[config.mk]
export PLATFORM = sky130hd
export DESIGN_NAME = cmm_mac
export DESIGN_NICKNAME = d
export VERILOG_FILES = /design/src/design/complex_matrix_multiply_top_defines.svh /design/src/design/cmm_pkg.sv /design/src/design/cmm_mac.sv
export SDC_FILE = /design/constraint.sdc
export NUM_CORES = 2
export LEC_CHECK = 0
export BUFFER_PORTS_ARGS = -buffer_cell sky130_fd_sc_hd__buf_2
export CAP_MARGIN = 10
export CELL_PAD_IN_SITES_DETAIL_PLACEMENT = 1
export CELL_PAD_IN_SITES_GLOBAL_PLACEMENT = 1
export CORE_MARGIN = 4
export CORE_UTILIZATION = 56
export CTS_CLUSTER_DIAMETER = 120
export DETAILED_ROUTE_END_ITERATION = 6
export PLACE_DENSITY = 0.95
export SLEW_MARGIN = 5
export SYNTH_ARGS = -nofsm -noshare
export SYNTH_HDL_FRONTEND = slang
export SYNTH_SLANG_ARGS = --single-unit
[constraint.sdc]
create_clock -name clk -period 13.3 [get_ports clk]
set_clock_uncertainty 0.2 [all_clocks]
set_input_delay 2.66 -clock clk [delete_from_list [all_inputs] [get_ports clk]]
set_output_delay 2.66 -clock clk [all_outputs]
set_load 0.01 [all_outputs]
[src/design/complex_matrix_multiply_top_defines.svh]
// ----------------------------------------------------------------------------
// Complex matrix multiply - assertion macros
// Shared property wrappers, clocked on clk and disabled during rst.
// ----------------------------------------------------------------------------
`ifndef COMPLEX_MATRIX_MULTIPLY_TOP_DEFINES_SVH
`define COMPLEX_MATRIX_MULTIPLY_TOP_DEFINES_SVH

// same-cycle implication
`define CMM_ASSERT_NOW(label, ante, cons, msg) \
  label: assert property (@(posedge clk) disable iff (rst) (ante) |-> (cons)) \
    else $error(msg);

// next-cycle implication
`define CMM_ASSERT_NEXT(label, ante, cons, msg) \
  label: assert property (@(posedge clk) disable iff (rst) (ante) |=> (cons)) \
    else $error(msg);

`endif

[src/design/cmm_pkg.sv]
// ----------------------------------------------------------------------------
// Complex matrix multiply - package
// Sizes, field widths, codes and shared types.
// ----------------------------------------------------------------------------
package cmm_pkg;

  localparam int MAX_DIM     = 16;
  localparam int VALUE_WIDTH = 16;

  localparam int DIM_W     = $clog2(MAX_DIM);
  localparam int ADDR_W    = 2 * DIM_W;
  localparam int DEPTH     = MAX_DIM * MAX_DIM;
  localparam int ENTRY_W   = 2 * VALUE_WIDTH;
  localparam int PROD_W    = 2 * VALUE_WIDTH;
  localparam int TERM_W    = PROD_W + 1;
  localparam int OUT_W     = 37;
  localparam int CFG_W     = 5;
  localparam int CFG_IDX_W = 2;
  localparam int MODE_W    = 2;

  localparam logic [CFG_W-1:0] DIM_RESET = CFG_W'(16);

  localparam logic [CFG_IDX_W-1:0] REG_ROWS_A    = 2'd0;
  localparam logic [CFG_IDX_W-1:0] REG_INNER_DIM = 2'd1;
  localparam logic [CFG_IDX_W-1:0] REG_COLS_B    = 2'd2;

  localparam logic [MODE_W-1:0] MODE_WR_A = 2'd0;
  localparam logic [MODE_W-1:0] MODE_WR_B = 2'd1;
  localparam logic [MODE_W-1:0] MODE_RD   = 2'd2;

  typedef enum logic [3:0] {
    S_IDLE   = 4'b0001,
    S_RUN    = 4'b0010,
    S_DRAIN  = 4'b0100,
    S_FINISH = 4'b1000
  } cmm_state_t;

  typedef struct packed {
    logic clear;
    logic issue;
  } cmm_mac_ctrl_t;

  typedef struct packed {
    logic busy;
  } cmm_mac_stat_t;

  function automatic logic [CFG_W-1:0] eff_dim(input logic [CFG_W-1:0] v);
    logic [CFG_W-1:0] lim;
    lim = CFG_W'(MAX_DIM);
    return (v > lim) ? lim : v;
  endfunction

endpackage

[src/design/cmm_mac.sv]
// ----------------------------------------------------------------------------
// Complex matrix multiply - multiply-accumulate unit
// Registered products, registered complex terms, then accumulation.
// ----------------------------------------------------------------------------
module cmm_mac import cmm_pkg::*; (
  input  logic                    clk,
  input  logic                    rst,
  input  cmm_mac_ctrl_t           ctrl,
  input  logic [ENTRY_W-1:0]      a_data,
  input  logic [ENTRY_W-1:0]      b_data,
  output cmm_mac_stat_t           stat,
  output logic signed [OUT_W-1:0] acc_re,
  output logic signed [OUT_W-1:0] acc_im
);

  logic signed [VALUE_WIDTH-1:0] a_re, a_im, b_re, b_im;
  logic                          v1, v2, v3;
  logic signed [PROD_W-1:0]      p_rr, p_ii, p_ri, p_ir;
  logic signed [TERM_W-1:0]      t_re, t_im;

  assign a_re = a_data[ENTRY_W-1:VALUE_WIDTH];
  assign a_im = a_data[VALUE_WIDTH-1:0];
  assign b_re = b_data[ENTRY_W-1:VALUE_WIDTH];
  assign b_im = b_data[VALUE_WIDTH-1:0];

  always_ff @(posedge clk) begin
    if (rst) begin
      v1 <= 1'b0;
      v2 <= 1'b0;
      v3 <= 1'b0;
    end else begin
      v1 <= ctrl.issue;
      v2 <= v1;
      v3 <= v2;
    end
  end

  always_ff @(posedge clk) begin
    if (v1) begin
      p_rr <= a_re * b_re;
      p_ii <= a_im * b_im;
      p_ri <= a_re * b_im;
      p_ir <= a_im * b_re;
    end
    if (v2) begin
      t_re <= TERM_W'(p_rr) - TERM_W'(p_ii);
      t_im <= TERM_W'(p_ri) + TERM_W'(p_ir);
    end
  end

  always_ff @(posedge clk) begin
    if (ctrl.clear) begin
      acc_re <= '0;
      acc_im <= '0;
    end else if (v3) begin
      acc_re <= acc_re + OUT_W'(t_re);
      acc_im <= acc_im + OUT_W'(t_im);
    end
  end

  assign stat.busy = v1 | v2 | v3;

endmodule

# After elaboration in Yosys (flattened, before gate mapping)
# Cells that the tools add are included.
# W data, S select, Z words.
[totals]
regBits = 271
latch_bits = 0
ramBits = 0
mem_bits_ro = 0
input_bits = 68
output_inout_bits = 75
wordCells = 21
memories = 0
[op_classes]
n_addsub = 4
multipliers = 4
div_mod_pow = 0
magnitude_cmp = 0
eq_ne = 0
n_shift = 0
mux = 0
bitwise = 2
reduce_logical = 0
[ops]
columns = ["cell", "n"]
rows = [
  ["$mul A16 B16 Y32", 4],
  ["$add A37 B33 Y37", 2],
  ["$add A32 B32 Y33", 1],
  ["$sub A32 B32 Y33", 1],
  ["$or A1 B1 Y1", 2],
]

# Depth between registers and ports, before layout
[depth]
depth_word = 2
mapped_depth = 25
mapped_depth_nobuf = 23

# Worst setup path before layout
# OpenSTA, ideal clock, no wires.
[synth_path]
path_type = "input port to flip-flop"
start = "input port a_data[15]"
end = "register p_ii[31], data pin"
setup_time_ps = 260
arrival_ps = 8402
required_time_ps = 12840
path_slack_ps = 4438
stages = 20
n_path_buf = 1
cell_sequence = "clkbuf_1 -> nand2_1 -> inv_1 -> fa_1 -> fa_1 -> fa_1 -> fa_1 -> fa_1 -> inv_1 -> fa_1 -> inv_1 -> ha_1 -> or3_1 -> a21oi_1 -> o21bai_1 -> or4_1 -> a311oi_1 -> o21bai_1 -> a21oi_1 -> xnor2_1"
[synth_between]
elab_chain_len = 1
[synth_lines]
columns = ["element", "line", "source"]
rows = [
  ["start, declared", "cmm_mac.sv:9", "input logic [ENTRY_W-1:0] a_data,"],
  ["$mul A16 B16 Y32", "cmm_mac.sv:41", "p_ii <= a_im * b_im;"],
  ["end signal, assigned", "cmm_mac.sv:41", ""],
  ["end, declared", "cmm_mac.sv:18", "logic signed [PROD_W-1:0] p_rr, p_ii, p_ri, p_ir;"],
]
# Every way passes these cells.
# A chain may end at the register's enable or synchronous reset.

# Worst setup path after layout
[layout_path]
start = "input port b_data[9]"
end = "register p_ri[30], data pin"
[layout_between]
elab_chain_len = 1
[layout_lines]
columns = ["element", "line", "source"]
rows = [
  ["start, declared", "cmm_mac.sv:10", "input logic [ENTRY_W-1:0] b_data,"],
  ["$mul A16 B16 Y32", "cmm_mac.sv:42", "p_ri <= a_re * b_im;"],
  ["end signal, assigned", "cmm_mac.sv:42", ""],
  ["end, declared", "cmm_mac.sv:18", ""],
]
# Every way passes these cells.

==> run_results.csv <==
group,metric,value,unit
final_layout,fill_cells,10680,
sta,hold_viol,0,
yosys,synthCells,5704,
yosys,synth_edf_count,194,
placement,globalplace.congestion,0.9079,
yosys,ys_ff_latch,271,
final_layout,drive_gt1_share,4.104,%
global_route,grt_overflow,0,
die,die_w,319.1,um
yosys,synth.area.top_cells,"fa_1 (39%), edfxtp_1 (11%), ha_1 (11%), inv_1 (8.4%), and2_1 (5.9%)",
routing,wl_per_cell,29.83,um
clocking,clk-insertion-delay-late,0.60,ns
final_layout,finalNonFillerCells,6990,
critical_path,regToRegSetupSlack,8.47,ns
sta,period_share,76.97,%
critical_path,cp_max_fo,32,
final_layout,ff_latch_area,7376,um^2
global_route,track_usage,41.33,%
clocking,cts_resized,0,
yosys,ys_top_cells_by_count,"inv_1 (1213), fa_1 (1052), nand2_1 (566)",
routing,drtIter0Drc,4969,
sta,slew_violations,0,
yosys,yosysTopAreaCell,"fa_1",
yosys,ys_seq_area_share,13.60,%
yosys,synth-async-reset-ratio,0,%
clocking,numCtsBuffers,36,
die,rows,113,
sta,rsz0062_at_grt,"no",
final_layout,multi_input_area,41440,um^2
critical_path,end_kind,"register",
routing,via_per_inst,6.488,
critical_path,cpPeakStageDelay,0.80,ns
routing,via_count,45350,
die,coreArea,95440,um^2
critical_path,critPathKind,"input pin to register",
global_route,grt_pass1_wl,319200,um
die,initial_core_util,56.78,%
final_layout,nets,7259,
clocking,clkSinkCount,271,
yosys,syn-num-nets,7288,
critical_path,crit_required,13.41,ns
run_status,status,"finished, final reports clean",
routing,drc_errors,0,
die,die_area,101800,um^2
routing,finalWirelength,208500,um
clocking,path_clk_slew,0.06,ns
clocking,root_buffer,"clkbuf_16",
sta,report.final.setup_viol,0,
routing,first_pass_iters,6,
clocking,cts_setup_buffers,0,
sta,tightest_slew,1.253,ns
final_layout,syn_to_final_growth,5.246,%
critical_path,path_cells,"buf_2, nand2_1, fa_1, inv_1, fa_1, inv_1, fa_1, inv_1, fa_1, fa_1, inv_1, fa_1, inv_1, ha_1, o21ai_0, o21ai_0, a221oi_2, o221ai_1, a41o_1, o41ai_2, o2111ai_1, a21oi_1, xnor2_1",
hold_path,hold_class,"register to register",
clocking,clockBufferDepth,3,
clocking,cts_hold_buf,0,
yosys,synthesis.area,54190,um^2
critical_path,cp_slowest_cell,"buf_2",
sta,fmax,97.68,MHz
clocking,tritoncts,"built",
routing,ant_nets,0,
placement,place_hpwl,141900,um
global_route,grt_max_degree,68,
critical_path,arrival,10.35,ns
yosys,avgSynthCellArea,9.500,um^2
job,cap_violations,0,
yosys,synth_cell_types,77,
yosys,yosysWarningCount,0,
yosys,synth_ff_type,"edfxtp_1",
yosys,yosysMostFrequentCell,"inv_1",
sta,fin_hold_ws,0.3092,ns
sta,totalNegativeSetupSlack,0,ns
global_route,first_global_vias,54100,
placement,dp.cells,6902,
global_route,antenna_found_initial,32,
die,ios,143,
clocking,cts_max_level,2,
critical_path,crit_top_cell,"fa_1",
placement,io_buffer_count,142,
sta,slew_headroom,16.44,%
sta,layout_min_cycle_time,10.24,ns
die,die_y,319.1,um
critical_path,cp-start-kind,"input pin",
yosys,synth_top_area_share,38.86,%
-- cells by family after synthesis --
| logic type | after synthesis | share of synthesized area [%] |
|---|---|---|
| simple gates | 1525 | 13.96 |
| mux | 52 | 0.9628 |
| flops | 271 | 13.60 |
| compound gates | 654 | 7.901 |
| buf+inv | 1434 | 9.933 |
| xor+xnor | 252 | 4.073 |
| fa+ha+maj | 1516 | 49.58 |
-- per-stage QoR --
step                      area, um^2  util (%)  setup slack, ns
after floorplan                54190         -            4.438
after global placement         55750     58.42            3.531
after detailed placement       55750     58.42            3.058
after CTS                      56970     59.70            3.390
after global routing           57000     59.73            2.910
final                          57030     59.76            3.063
-- sequential cells by signal, summed over array words and instances (netlist names), 32 cells and up --
signal	flops
p_ri	32
p_ir	32
acc_re	37
p_ii	32
p_rr	32
t_re	33
t_im	33
acc_im	37
-- cell usage in the layout (no fill, tap or decap), types with 15 or more instances in the layout --
cell type  count
dfxtp_1       74
inv_1       1213
a21o_1        93
buf_2        142
a21oi_1      174
o211ai_1      15
o21bai_1      31
mux2i_1       51
nand2_1      566
nor2b_1       26
ha_1         464
o21ai_0      118
o21a_1        49
edfxtp_1     194
a31oi_1       27
fa_1        1052
nor2_1       214
nor3_1        30
and2_1       512
nand2b_1      50
clkbuf_16     36
diode_2       23
and3_1        25
xor2_1        59
a211oi_1      33
nand3_1       44
xnor2_1      193
-- layer usage --
layer | global-route usage (%) | routed length (um) | vias up
li1 | - | - | 17570
met1 | 43.10 | 65550 | 22520
met2 | 67.03 | 97380 | 3531
met3 | 11.59 | 20800 | 1710
met4 | 39.47 | 24640 | 20
met5 | 0 | 124 | -
-- critical path, delay by kind of cell --
| family | cells | cell delay [ns] |
|---|---|---|
| AO/OA/AOI/OAI | 8 | 2.48 |
| XOR/XNOR | 1 | 0.10 |
| adder cells (fa/ha/maj) | 7 | 3.60 |
| buffers and inverters | 6 | 1.20 |
| AND/OR/NAND/NOR | 1 | 0.23 |
-- path summary, 6_finish.rpt --
| path | cells past startpoint | end | from |
|---|---|---|---|
| worst max-delay path | 23 | p_ri[30] | b_data[9] |
| worst min-delay path | 2 | acc_im[33] | acc_im[33] |
| worst max register to register | 13 | t_im[28] | p_ir[0] |
| worst min register to register | 2 | acc_im[33] | acc_im[33] |
-- final cells by class --
type	instances	share of cell area [%]
timing repair buffer	154	1.404
tap	1265	2.775
sequential	271	12.93
antenna	23	0.1009
multi-input combinational	3999	72.66
clock inverter	18	0.4037
clock buffer	47	1.740
inverter	1213	7.984
Power is not shown: default switching activity piles up to over one toggle a cycle in this logic, so the estimate is an artifact.
